==> src/hw/rtl/lpmd_pkg.sv <==
// shared types and constants of the length prefixed message deframer
// no dependencies
`default_nettype none
package lpmd_pkg;

  localparam int unsigned MinMsg    = 66;
  localparam int unsigned EntryHead = 21;
  localparam int unsigned SnapHead  = 12;
  localparam int unsigned QDepth    = 4;
  localparam int unsigned QPtrW     = $clog2(QDepth);
  localparam int unsigned QCntW     = $clog2(QDepth + 1);

  typedef enum logic [3:0] {
    ST_LEN   = 4'd0,
    ST_TYPE  = 4'd1,
    ST_HDR   = 4'd2,
    ST_MTYPE = 4'd3,
    ST_REJ   = 4'd4,
    ST_SDONE = 4'd5,
    ST_CNT   = 4'd6,
    ST_ESLOT = 4'd7,
    ST_EBAL  = 4'd8,
    ST_ETYPE = 4'd9,
    ST_ELEN  = 4'd10,
    ST_EDATA = 4'd11,
    ST_SOFF  = 4'd12,
    ST_SLEN  = 4'd13,
    ST_SDATA = 4'd14,
    ST_SKIP  = 4'd15
  } stage_t;

  localparam logic [4:0] K_MTYPE = 5'd8;
  localparam logic [4:0] K_REJ   = 5'd9;
  localparam logic [4:0] K_SDONE = 5'd10;
  localparam logic [4:0] K_CNT   = 5'd11;
  localparam logic [4:0] K_ESLOT = 5'd12;
  localparam logic [4:0] K_EBAL  = 5'd13;
  localparam logic [4:0] K_ETYPE = 5'd14;
  localparam logic [4:0] K_ELEN  = 5'd15;
  localparam logic [4:0] K_EDATA = 5'd16;
  localparam logic [4:0] K_SOFF  = 5'd17;
  localparam logic [4:0] K_SLEN  = 5'd18;
  localparam logic [4:0] K_SDATA = 5'd19;
  localparam logic [4:0] K_MEND  = 5'd20;
  localparam logic [4:0] K_PEND  = 5'd21;

  typedef struct packed {
    logic [4:0]  kind;
    logic [63:0] value;
    logic [31:0] entry_index;
    logic [7:0]  frame_type;
    logic        flag;
    logic        last;
  } res_t;

  typedef struct packed {
    logic va;
    logic vb;
    res_t a;
    res_t b;
  } push_t;

endpackage
`default_nettype wire

==> src/hw/rtl/lpmd_parser.sv <==
// front end: takes stream bytes, tracks the frame and emits up to two results per byte
// depends on lpmd_pkg
`default_nettype none
module lpmd_parser (
  input  wire logic          clk,
  input  wire logic          rst,
  input  wire logic          take_byte,
  input  wire logic [7:0]    data_byte,
  output lpmd_pkg::push_t    push
);
  import lpmd_pkg::*;

  stage_t      stage, stage_next;
  logic [2:0]  bif, bif_next;
  logic [63:0] fs, fs_next;
  logic [31:0] flen, flen_next;
  logic [31:0] pos, pos_next;
  logic [31:0] eleft, eleft_next;
  logic [31:0] ecnt, ecnt_next;
  logic [31:0] dleft, dleft_next;
  logic [7:0]  ftype, ftype_next;

  logic [63:0] merged;
  logic        done4, done8;
  logic [32:0] after;
  logic        ends;
  logic        data_fits;
  logic        ent_fits, snap_fits;
  logic [31:0] dleft_dec;
  stage_t      sect;
  logic [31:0] eleft_end;

  assign merged    = fs | ({56'd0, data_byte} << {bif, 3'b000});
  assign done4     = bif >= 3'd3;
  assign done8     = bif == 3'd7;
  assign after     = {1'b0, pos} + 33'd1;
  assign ends      = after >= {1'b0, flen};
  assign data_fits = (merged[31:0] != 32'd0) &&
                     ({1'b0, after} + {2'b00, merged[31:0]} <= {2'b00, flen});
  assign ent_fits  = {1'b0, after} + 34'(EntryHead) <= {2'b00, flen};
  assign snap_fits = {1'b0, after} + 34'(SnapHead) <= {2'b00, flen};
  assign dleft_dec = (dleft != 32'd0) ? dleft - 32'd1 : dleft;
  assign eleft_end = (eleft != 32'd0) ? eleft - 32'd1 : eleft;

  // section after the count or an entry, using entries left as given
  function automatic stage_t pick(input logic [31:0] left, input logic ef, input logic sf);
    stage_t s;
    if (left != 32'd0 && ef) s = ST_ESLOT;
    else if (sf) s = ST_SOFF;
    else s = ST_SKIP;
    return s;
  endfunction

  assign sect = pick(eleft_end, ent_fits, snap_fits);

  // next state
  always_comb begin
    stage_next = stage;
    bif_next   = bif;
    fs_next    = fs;
    flen_next  = flen;
    pos_next   = pos;
    eleft_next = eleft;
    ecnt_next  = ecnt;
    dleft_next = dleft;
    ftype_next = ftype;
    unique case (stage)
      ST_LEN: begin
        if (done4) begin
          flen_next  = merged[31:0];
          fs_next    = '0;
          bif_next   = '0;
          stage_next = ST_TYPE;
        end else begin
          fs_next  = merged;
          bif_next = bif + 3'd1;
        end
      end
      ST_TYPE: begin
        ftype_next = data_byte;
        pos_next   = '0;
        fs_next    = '0;
        bif_next   = '0;
        eleft_next = '0;
        ecnt_next  = '0;
        dleft_next = '0;
        if (flen == 32'd0) stage_next = ST_LEN;
        else if (data_byte == 8'd1 && flen >= 32'(MinMsg)) stage_next = ST_HDR;
        else stage_next = ST_SKIP;
      end
      default: begin
        unique case (stage)
          ST_HDR, ST_ESLOT, ST_EBAL, ST_SOFF: begin
            if (done8) begin
              fs_next  = '0;
              bif_next = '0;
            end else begin
              fs_next  = merged;
              bif_next = bif + 3'd1;
            end
            if (stage == ST_HDR && pos >= 32'd63) stage_next = ST_MTYPE;
            if (done8 && stage == ST_ESLOT) stage_next = ST_EBAL;
            if (done8 && stage == ST_EBAL) stage_next = ST_ETYPE;
            if (done8 && stage == ST_SOFF) stage_next = ST_SLEN;
          end
          ST_CNT, ST_ELEN, ST_SLEN: begin
            if (done4) begin
              fs_next  = '0;
              bif_next = '0;
              if (stage == ST_CNT) begin
                eleft_next = merged[31:0];
                ecnt_next  = '0;
                stage_next = pick(merged[31:0], ent_fits, snap_fits);
              end else if (data_fits) begin
                dleft_next = merged[31:0];
                stage_next = (stage == ST_ELEN) ? ST_EDATA : ST_SDATA;
              end else if (stage == ST_ELEN) begin
                eleft_next = eleft_end;
                ecnt_next  = ecnt + 32'd1;
                stage_next = sect;
              end else begin
                stage_next = ST_SKIP;
              end
            end else begin
              fs_next  = merged;
              bif_next = bif + 3'd1;
            end
          end
          ST_MTYPE: stage_next = ST_REJ;
          ST_REJ:   stage_next = ST_SDONE;
          ST_SDONE: stage_next = ST_CNT;
          ST_ETYPE: stage_next = ST_ELEN;
          ST_EDATA: begin
            dleft_next = dleft_dec;
            if (dleft_dec == 32'd0) begin
              eleft_next = eleft_end;
              ecnt_next  = ecnt + 32'd1;
              stage_next = sect;
            end
          end
          ST_SDATA: begin
            dleft_next = dleft_dec;
            if (dleft_dec == 32'd0) stage_next = ST_SKIP;
          end
          ST_SKIP: begin
            if ((ftype == 8'd2 || ftype == 8'd3) && pos < 32'd8) begin
              fs_next  = merged;
              bif_next = bif + 3'd1;
            end
          end
          default: stage_next = stage;
        endcase
        pos_next = after[31:0];
        if (ends) begin
          stage_next = ST_LEN;
          bif_next   = '0;
          fs_next    = '0;
          pos_next   = '0;
          eleft_next = '0;
          dleft_next = '0;
        end
      end
    endcase
  end

  // results
  always_comb begin
    push      = '0;
    push.a.frame_type = ftype_next;
    push.b.frame_type = ftype_next;
    push.b.last       = 1'b1;
    unique case (stage)
      ST_LEN: ;
      ST_TYPE: begin
        if (flen == 32'd0) begin
          if (data_byte == 8'd1) begin
            push.vb     = 1'b1;
            push.b.kind = K_MEND;
            push.b.flag = 1'b1;
          end else if (data_byte == 8'd2 || data_byte == 8'd3) begin
            push.vb     = 1'b1;
            push.b.kind = K_PEND;
          end
        end
      end
      default: begin
        unique case (stage)
          ST_HDR: if (done8) begin
            push.va      = 1'b1;
            push.a.kind  = {2'b00, pos[5:3]};
            push.a.value = merged;
          end
          ST_MTYPE, ST_REJ, ST_SDONE, ST_ETYPE, ST_EDATA, ST_SDATA: begin
            push.va      = 1'b1;
            push.a.value = {56'd0, data_byte};
            if (stage == ST_MTYPE) push.a.kind = K_MTYPE;
            if (stage == ST_REJ)   push.a.kind = K_REJ;
            if (stage == ST_SDONE) push.a.kind = K_SDONE;
            if (stage == ST_ETYPE) push.a.kind = K_ETYPE;
            if (stage == ST_EDATA) push.a.kind = K_EDATA;
            if (stage == ST_SDATA) push.a.kind = K_SDATA;
            if (stage == ST_REJ || stage == ST_SDONE)
              push.a.value = {63'd0, data_byte == 8'd1};
            if (stage == ST_ETYPE || stage == ST_EDATA) push.a.entry_index = ecnt;
          end
          ST_ESLOT, ST_EBAL, ST_SOFF: if (done8) begin
            push.va      = 1'b1;
            push.a.value = merged;
            if (stage == ST_ESLOT) push.a.kind = K_ESLOT;
            if (stage == ST_EBAL)  push.a.kind = K_EBAL;
            if (stage == ST_SOFF)  push.a.kind = K_SOFF;
            if (stage != ST_SOFF)  push.a.entry_index = ecnt;
          end
          ST_CNT, ST_ELEN, ST_SLEN: if (done4) begin
            push.va      = 1'b1;
            push.a.value = {32'd0, merged[31:0]};
            if (stage == ST_CNT)  push.a.kind = K_CNT;
            if (stage == ST_ELEN) push.a.kind = K_ELEN;
            if (stage == ST_SLEN) push.a.kind = K_SLEN;
            if (stage == ST_ELEN) push.a.entry_index = ecnt;
          end
          ST_SKIP: ;
          default: ;
        endcase
        if (ends) begin
          if (ftype == 8'd1) begin
            push.vb     = 1'b1;
            push.b.kind = K_MEND;
            push.b.flag = flen < 32'(MinMsg);
          end else if (ftype == 8'd2 || ftype == 8'd3) begin
            push.vb     = 1'b1;
            push.b.kind = K_PEND;
            if (flen >= 32'd8) begin
              push.b.flag  = 1'b1;
              push.b.value = (stage == ST_SKIP && pos < 32'd8) ? merged : fs;
            end
          end
        end
      end
    endcase
    push.a.last = !push.vb;
    push.va     = push.va & take_byte;
    push.vb     = push.vb & take_byte;
  end

  always_ff @(posedge clk) begin
    if (rst) begin
      stage <= ST_LEN;
      bif   <= '0;
      fs    <= '0;
      flen  <= '0;
      pos   <= '0;
      eleft <= '0;
      ecnt  <= '0;
      dleft <= '0;
      ftype <= '0;
    end else if (take_byte) begin
      stage <= stage_next;
      bif   <= bif_next;
      fs    <= fs_next;
      flen  <= flen_next;
      pos   <= pos_next;
      eleft <= eleft_next;
      ecnt  <= ecnt_next;
      dleft <= dleft_next;
      ftype <= ftype_next;
    end
  end

endmodule
`default_nettype wire

==> src/hw/rtl/lpmd_queue.sv <==
// result queue between parser and output stage, two writes and one read per cycle
// depends on lpmd_pkg
`default_nettype none
module lpmd_queue (
  input  wire logic                      clk,
  input  wire logic                      rst,
  input  wire lpmd_pkg::push_t           push,
  input  wire logic                      pop,
  output lpmd_pkg::res_t                 head,
  output logic                           nonempty,
  output logic                           room2
);
  import lpmd_pkg::*;

  res_t             mem [QDepth];
  logic [QPtrW-1:0] wp, rp;
  logic [QCntW-1:0] cnt;
  logic [QCntW-1:0] nin;
  logic             do_pop;

  assign nonempty = cnt != '0;
  assign room2    = cnt <= QCntW'(QDepth - 2);
  assign head     = mem[rp];
  assign do_pop   = pop && nonempty;
  assign nin      = QCntW'(push.va) + QCntW'(push.vb);

  always_ff @(posedge clk) begin
    if (push.va) mem[wp] <= push.a;
    if (push.vb) mem[push.va ? wp + QPtrW'(1) : wp] <= push.b;
  end

  always_ff @(posedge clk) begin
    if (rst) begin
      wp  <= '0;
      rp  <= '0;
      cnt <= '0;
    end else begin
      wp  <= wp + nin[QPtrW-1:0];
      rp  <= rp + QPtrW'(do_pop);
      cnt <= cnt + nin - QCntW'(do_pop);
    end
  end

endmodule
`default_nettype wire

==> src/hw/rtl/lpmd_out.sv <==
// back end: output register that drives the result stream
// depends on lpmd_pkg
`default_nettype none
module lpmd_out (
  input  wire logic            clk,
  input  wire logic            rst,
  input  wire lpmd_pkg::res_t  head,
  input  wire logic            nonempty,
  output logic                 pop,
  output logic                 m_tvalid,
  input  wire logic            m_tready,
  output lpmd_pkg::res_t       res
);
  import lpmd_pkg::*;

  assign pop = nonempty && (!m_tvalid || m_tready);

  always_ff @(posedge clk) begin
    if (rst) begin
      m_tvalid <= 1'b0;
    end else if (!m_tvalid || m_tready) begin
      m_tvalid <= nonempty;
    end
  end

  always_ff @(posedge clk) begin
    if (pop) res <= head;
  end

endmodule
`default_nettype wire

==> src/hw/rtl/length_prefixed_message_deframer_top.sv <==
// top level of the length prefixed message deframer
// depends on lpmd_pkg, lpmd_parser, lpmd_queue, lpmd_out
//
// channel   dir  width  content
// s_*       in   8      received stream bytes
// m_*       out  112+5  decoded results, last marks the final result of a byte
//
// one byte per cycle is taken while the queue has room for two results
// a byte gives up to two results, the output register sends one per cycle while m_tready is high
// sustained rate is one byte per cycle, less when results pile up at the output
// reset is synchronous; it returns the parser to waiting for a length
// a stall on m_tready backs up through the four entry queue to s_tready
`default_nettype none
module length_prefixed_message_deframer_top (
  input  wire logic          clk,
  input  wire logic          rst,
  input  wire logic          s_tvalid,
  output logic               s_tready,
  input  wire logic [7:0]    s_tdata,   // data_byte
  output logic               m_tvalid,
  input  wire logic          m_tready,
  output logic [111:0]       m_tdata,   // value, entry_index, frame_type, flag, zero fill
  output logic [4:0]         m_tuser,   // result_kind
  output logic               m_tlast    // last_in_step
);
  import lpmd_pkg::*;

  push_t push;
  res_t  head, res;
  logic  nonempty, room2, pop;

  assign s_tready = room2;

  lpmd_parser u_parser (
    .clk       (clk),
    .rst       (rst),
    .take_byte (s_tvalid && room2),
    .data_byte (s_tdata),
    .push      (push)
  );

  lpmd_queue u_queue (
    .clk      (clk),
    .rst      (rst),
    .push     (push),
    .pop      (pop),
    .head     (head),
    .nonempty (nonempty),
    .room2    (room2)
  );

  lpmd_out u_out (
    .clk      (clk),
    .rst      (rst),
    .head     (head),
    .nonempty (nonempty),
    .pop      (pop),
    .m_tvalid (m_tvalid),
    .m_tready (m_tready),
    .res      (res)
  );

  assign m_tdata = {7'd0, res.flag, res.frame_type, res.entry_index, res.value};
  assign m_tuser = res.kind;
  assign m_tlast = res.last;

endmodule
`default_nettype wire

==> config.mk <==
export PLATFORM = sky130hd
export DESIGN_NAME = length_prefixed_message_deframer_top
export DESIGN_NICKNAME = d
export VERILOG_FILES = /design/src/hw/rtl/lpmd_pkg.sv /design/src/hw/rtl/lpmd_parser.sv /design/src/hw/rtl/lpmd_queue.sv /design/src/hw/rtl/lpmd_out.sv /design/src/hw/rtl/length_prefixed_message_deframer_top.sv
export SDC_FILE = /design/constraint.sdc
export NUM_CORES = 2
export LEC_CHECK = 0
export CAP_MARGIN = 20
export CORE_ASPECT_RATIO = 0.8
export CORE_MARGIN = 1.5
export CORE_UTILIZATION = 55
export CTS_CLUSTER_SIZE = 24
export DETAILED_ROUTE_END_ITERATION = 7
export DONT_BUFFER_PORTS = 1
export PLACE_DENSITY = 0.7
export SKIP_CTS_REPAIR_TIMING = 1
export SLEW_MARGIN = 20
export SYNTH_ARGS = -nofsm -noshare
export SYNTH_HDL_FRONTEND = slang
export SYNTH_SLANG_ARGS = --single-unit
==> constraint.sdc <==
create_clock -name clk -period 23 [get_ports clk]
set_input_delay 5.75 -clock clk [delete_from_list [all_inputs] [get_ports clk]]
set_output_delay 5.75 -clock clk [all_outputs]
set_load 0.05 [all_outputs]
# == Word-level counts from Yosys, hierarchy flattened ==
# Memory sizes are Yosys's and may differ from the RTL's. A register that Yosys moved wholly into a read port is not among the register bits.
# Index checks and enable logic that the tools add are counted.
# W data, S select, Z words.
# op_classes
n_addsub,14
mul,0
div_mod_pow,0
magnitude_cmp,11
n_eq_ne,38
shift,1
mux,114
n_bitwise,4
reduce_logical,46
# ops
cell,n
$mux W32,21
$mux W64,8
$pmux W32 S2,7
$mux W101,3
$pmux W69 S4,1
$pmux W64 S3,1
$mux W69,2
$pmux W64 S2,1
$reduce_bool A32 Y1,4
$le A34 B32 Y1,3
$mux W4,24
$pmux W32 S3,1
$mux W67,1
$logic_not A32 Y1,2
$or A64 B64 Y64,1
$shl A8 B6 Y64,1
$sub A32 B1 Y32 const B,2
$mux W5,8
$add A33 B32 Y34,1
$add A33 B4 Y34 const B,1
$add A33 B5 Y34 const B,1
$add A32 B1 Y33 const B,1
$ge A33 B32 Y1,1
$add A32 B1 Y32 const B,1
61 further kinds,131
# word_totals
reg_bits,247
latchBits,0
ramBits,444
rom_bits,0
inputBits,12
output_inout_bits,120
wordCells,242
memories,1
# memory_table
memory,words,width,read_ports,rd_ports_with_merged_regs,write_ports,line_no,rtl
u_queue.mem,4,111,1,1,2,lpmd_queue.sv:15,res_t mem [QDepth];

# == Logic depth before layout (Yosys ltp) ==
# depth
depth_word,12
mapped_depth,34
ltp_nobuf,29

# == Hierarchy ==
# A second synthesis with hierarchy kept.
# hier_totals
cells_unflattened,4328
area_unflattened_um2,46647.2
# by_module_without_submodules
module,instances,cells_each,area_per_inst_um2,seq_area_each_um2
lpmd_queue,1,1131,21818.4,13472.9
lpmd_parser,1,3072,21378.0,4784.6
lpmd_out,1,116,3388.2,3353.2
length_prefixed_message_deframer_top,1,9,62.6,0.0

# == Worst setup path after synthesis ==
# Ideal clock, no wire load.
# synth_timing
path_type,input-to-reg
start,input port m_tready
end,register u_queue.cnt[2]
setup_time_ps,128
t_arrival_ps,13067
t_required_ps,22872
path_slack_ps,9805
cell_stages,10
path_buffers,0
path_cell_list,inv_1 a21oi_1 ha_1 inv_1 ha_1 inv_1 fa_1 xnor2_1 xnor2_1 nor2_1
# synth_via
elab_chain_len,4
# synth_rtl
item,line_no,rtl
start: declaration,length_prefixed_message_deframer_top.sv:21,"input wire logic m_tready,"
$logic_or A1 B1 Y1,lpmd_out.sv:16,assign pop = nonempty && (!m_tvalid || m_tready);
$logic_and A1 B1 Y1,lpmd_out.sv:16,
named net pop,length_prefixed_message_deframer_top.sv:30,"logic nonempty, room2, pop;"
$logic_and A1 B1 Y1,lpmd_queue.sv:24,assign do_pop = pop && nonempty;
$sub A3 B1 Y3,lpmd_queue.sv:40,cnt <= cnt + nin - QCntW'(do_pop);
end signal: assignment,lpmd_queue.sv:40,
end: declaration,lpmd_queue.sv:17,logic [QCntW-1:0] cnt;
# The timed path passes the listed nets, and every way through them passes these cells.
# A chain may end at the register's enable or synchronous reset.

# == Worst setup path after layout ==
# layout_timing
start,input port s_tdata[2]
end,register u_parser.ecnt[14]
# layout_via
elab_chain_len,7
# layout_rtl
item,line_no,rtl
start: declaration,length_prefixed_message_deframer_top.sv:19,"input wire logic [7:0] s_tdata,"
$shl A8 B6 Y64 (*),lpmd_parser.sv:33,"assign merged = fs | ({56'd0, data_byte} << {bif, 3'b000});"
$or A64 B64 Y64 (*),lpmd_parser.sv:33,
named net u_parser.merged[2],lpmd_parser.sv:23,logic [63:0] merged;
$add A33 B32 Y34,lpmd_parser.sv:39,"({1'b0, after} + {2'b00, merged[31:0]} <= {2'b00, flen});"
$le A34 B32 Y1,lpmd_parser.sv:39,
$logic_and A1 B1 Y1 (*),lpmd_parser.sv:38,assign data_fits = (merged[31:0] != 32'd0) &&
$ne A4 B4 Y1 (no source line) (*),n/a,
$reduce_and A7 Y1 (no source line) (*),n/a,
end signal: assignment,lpmd_parser.sv:264,ecnt <= ecnt_next;
end: declaration,lpmd_parser.sv:19,"logic [31:0] ecnt, ecnt_next;"
# The timed path passes the listed nets; every way through them passes the cells marked *.

==> out/metrics.sh <==
STATUS='finished, final reports clean'
ANTENNA_CELLS=0
DESIGN.DIE.AREA_UM2=83100
PORT_BUFFERS=0
GRT_RESIDUAL_OVERFLOW=0
DRIVE_GT1_FRAC=0.0835
GRT_USAGE=0.337
INITIAL_CORE_UTIL=0.556
SYNTH_TOP_AREA_FRAC=0.278
CRITICAL_PATH.N_BUFFERS_INVERTERS=2
POST_SYNTH_NUM_CELL_TYPES=96
HIGHEST_ATTAINABLE_CLOCK_FREQUENCY_GHz=0.0824
CRITICAL_PATH.ENDPOINT_TYPE='flop'
FILLCELLCOUNT=6912
CRIT_PATH_START_KIND='input pin'
REG2REG_SETUP_SLACK_PS=14570
CRIT-REG2REG-CAPTURE='u_parser.ecnt[14]'
POST_SYNTH_MOST_FREQUENT_CELLS='sky130_fd_sc_hd__nand2_1 (419), sky130_fd_sc_hd__edfxtp_1 (415), sky130_fd_sc_hd__a21oi_1 (410)'
SLOWEST_STAGE='sky130_fd_sc_hd__o31ai_4'
SYNTH_AREA_PER_CELL_UM2=9.33
PLACEDCELLCOUNT=5585
DETAIL_ROUTE.DRC_VIOLATIONS=0
RSZ0062_AT_GRT='false'
WORST_SLEW_MARGIN_RELATIVE_TO_ITS_LIMIT=0.228
HOLDPATHEND='u_queue.mem[0][35]'
REPORT.FINAL.SETUP_VIOL=0
LAYOUT.CELLS.NON_FILLER=5736
DR.PASS1.ITERS=6
GRT_START_MAX_NET_PINS=163
SYNTH.FF_LATCH_COUNT=802
CAP_VIOLATIONS=0
CRITICAL_PATH.MAX_FANOUT=36
DRT_FIRST_ITER_VIOLATIONS=5062
CTSLONGESTPATHBUFFERS=3
DRT-VIAS-PER-INSTANCE=6.68
SYNTHTOLAYOUTAREAGROWTH_PCT=7.49
WIRE_LENGTH_OF_THE_FIRST_GLOBAL_ROUTING_PASS_UM=216000
POST_SYNTH_INST_COUNT=4796
GPL.FINAL_WEIGHTED_CONGESTION=0.988
CLOCK_SKEW_PS=54.5
POST-ROUTE-MIN-PERIOD_PS=12130
PIN_COUNT=132
POWER.DENSITY_CELL_AREA_nW_PER_UM2=89.1
LEAKAGE_nW=17.0
CTS_TREE='built'
CTSROOTBUFFERMASTER='sky130_fd_sc_hd__clkbuf_16'
PATH_COMMON_CELL='sky130_fd_sc_hd__a21oi_1'
CRITPATHTOPFAMILY='compound AO/OA/AOI/OAI gates'
POST-SYNTH-TOP-AREA-CELL='sky130_fd_sc_hd__edfxtp_1'
WORST_IR_DROP_VDD_uV=149
FINALSETUPTNS_PS=0
POSTROUTEWIRELENGTH_UM=142000
FIN_CRIT_SH=0.528
WL_PER_CELL_UM=24.8
FIRST_GLOBAL_VIAS=35100
CLOCK_PIN_SLEW_ON_THE_WORST_SETUP_AND_HOLD_PATHS_PS=60
CORE-AREA_UM2=80500
SEQ_AREA_FRAC_SYNTH=0.452
YOSYSMOSTFREQUENTCELL='sky130_fd_sc_hd__nand2_1'
DIE_H_UM=258
HTREE_NUM_LEVELS=3
DETAILED_PLACE.AREA_UM2=45400
SYNTH_EDF_COUNT=415
POWER_mW=4.29
HOLD-PATH-CELL-COUNT=2
ANTENNA_FOUND_INITIAL=0
INSERTION_DELAY_TO_THE_LATER_SINK_OF_THE_WORST_SKEW_PAIR_PS=680
WORSTHOLDPATHTYPE='reg -> reg'
SYN-CELL-AREA_UM2=44800
CTS-BUFFERS-INSERTED=81
FINAL_AREA_UM2=48100
FINISH.UTILIZATION=0.597
POST_SYNTH_MAIN_AREA_CONTRIBUTORS='sky130_fd_sc_hd__edfxtp_1 (28%), sky130_fd_sc_hd__dfxtp_1 (17%), sky130_fd_sc_hd__mux4_2 (5.6%), sky130_fd_sc_hd__ha_1 (5.0%), sky130_fd_sc_hd__a21oi_1 (4.6%)'
VIAS_POST_DR=38300
FINALNETCOUNT=4771
PLACEMENT_ROWS=93
FLOORPLAN.DIE.WIDTH_UM=322
YS.FLOP_TYPE='sky130_fd_sc_hd__edfxtp_1'
REGTOREGSTARTPOINT='u_parser.pos[0]'
WORST-SETUP-PATH-TYPE='in -> reg'
ROUTE.ANTENNA.REMAINING_NETS=0
MAX_SLEW.WORST_PIN.SLEW_PS=1160
REQUIRED_PS=23550
ARRIVAL_PS=12680
CLOCK-SINKS=802
YOSYS_WARN_COUNT=0
TOTAL_HALF_PERIMETER_WIRELENGTH_AFTER_LEGALIZATION_AND_DETAILED_PLACEMENT_UM=92800
FINALHOLDVIOLCOUNT=0
CP_MAX_STAGE_DELAY_PS=640
WORST_HOLD_STARTPOINT='u_queue.mem[0][35]'
SYNTH-ASYNC-RESET-RATIO=0
REG2REG_PATH_DEPTH=29
FINALMAXSLEWVIOLATIONS=0
## how the worst max path moves through the flow
stage                    start           endpoint  cells past startpoint
floorplan             m_tready     u_queue.cnt[2]                     10
global placement    s_tdata[2]  u_parser.ecnt[15]                     26
detailed placement  s_tdata[2]  u_parser.ecnt[14]                     26
CTS                 s_tdata[2]  u_parser.ecnt[14]                     26
global route        s_tdata[2]  u_parser.ecnt[12]                     26
finish              s_tdata[2]  u_parser.ecnt[14]                     26
## worst register-to-register path, delay by kind of cell, from the launching register on
kind / cells / cell delay [ps]
simple gates: 3 / 970
xor+xnor: 1 / 290
buf+inv: 2 / 830
compound gates: 20 / 4430
fa+ha+maj: 3 / 1230
flops: 1 / 600
## routing by layer
metal / up-vias / share of wire / global-route usage
li1: 17400 / - / -
met5: - / 0 / 0
met1: 18500 / 0.44 / 0.507
met4: 0 / 0.028 / 0.104
met3: 273 / 0.11 / 0.0729
met2: 2219 / 0.42 / 0.482
## logic make-up after synthesis
kind of cell	count (synthesis)	synth area share
AND/OR/NAND/NOR	1706	0.184
AO/OA/AOI/OAI	1282	0.177
buffers and inverters	550	0.0483
XOR/XNOR	147	0.0291
other	1	0.0000838
flip-flops	802	0.452
multiplexers	125	0.0590
adder cells (fa/ha/maj)	183	0.0514
## sequential cells by signal, summed over array words and instances, names as in the netlist
signal / cells
u_queue.mem: 444
u_out.res: 111
u_parser.fs: 64
u_parser.dleft: 32
u_parser.ecnt: 32
u_parser.eleft: 32
u_parser.flen: 32
u_parser.pos: 32
u_parser.ftype: 8
u_parser.stage: 4
u_parser.bif: 3
u_queue.cnt: 3
u_queue.rp: 2
u_queue.wp: 2
u_out.m_tvalid: 1
## per-stage QoR
step,hold WS [ps],setup WS [ps]
after floorplan,433,9810
after global placement,439,10690
after detailed placement,443,10420
after CTS,452,11060
after global routing,470,10330
final,452,10870
## cells in the final DEF, fill, tap and decap left out, types with 39 or more instances in the layout
master                      count
sky130_fd_sc_hd__xor2_1        42
sky130_fd_sc_hd__nand3_1      404
sky130_fd_sc_hd__buf_4         89
sky130_fd_sc_hd__o211ai_1      71
sky130_fd_sc_hd__dfxtp_1      385
sky130_fd_sc_hd__clkbuf_16     84
sky130_fd_sc_hd__nand4_1       63
sky130_fd_sc_hd__edfxtp_1     415
sky130_fd_sc_hd__nor4_1        39
sky130_fd_sc_hd__nor3_1        72
sky130_fd_sc_hd__o21ai_0      349
sky130_fd_sc_hd__a211oi_1      59
sky130_fd_sc_hd__inv_1        146
sky130_fd_sc_hd__or3_1        123
sky130_fd_sc_hd__a21o_1        81
sky130_fd_sc_hd__a21oi_1      408
sky130_fd_sc_hd__xnor2_1      104
sky130_fd_sc_hd__mux4_2       111
sky130_fd_sc_hd__nand2_1      413
sky130_fd_sc_hd__nor2_1       390
sky130_fd_sc_hd__o31ai_1      102
sky130_fd_sc_hd__ha_1         180
## power by group
group,internal (mW),leakage (nW),switching [mW],total (mW)
Sequential,1.68,7.21,0.437,2.12
Combinational,0.272,8.47,0.536,0.807
Clock,0.784,1.32,0.577,1.36
Total,2.74,17.0,1.55,4.29
## final cells by class
type	instances	area, µm²	area share
repair buffers	90	683	0.0142
multi-input cells	3450	22600	0.469
inverters	152	576	0.0120
clock inverters	34	413	0.00858
clock buffers	116	2280	0.0474
well taps	1092	1370	0.0284
flip-flops and latches	802	20200	0.420
Power figures use the tool's default switching activity.
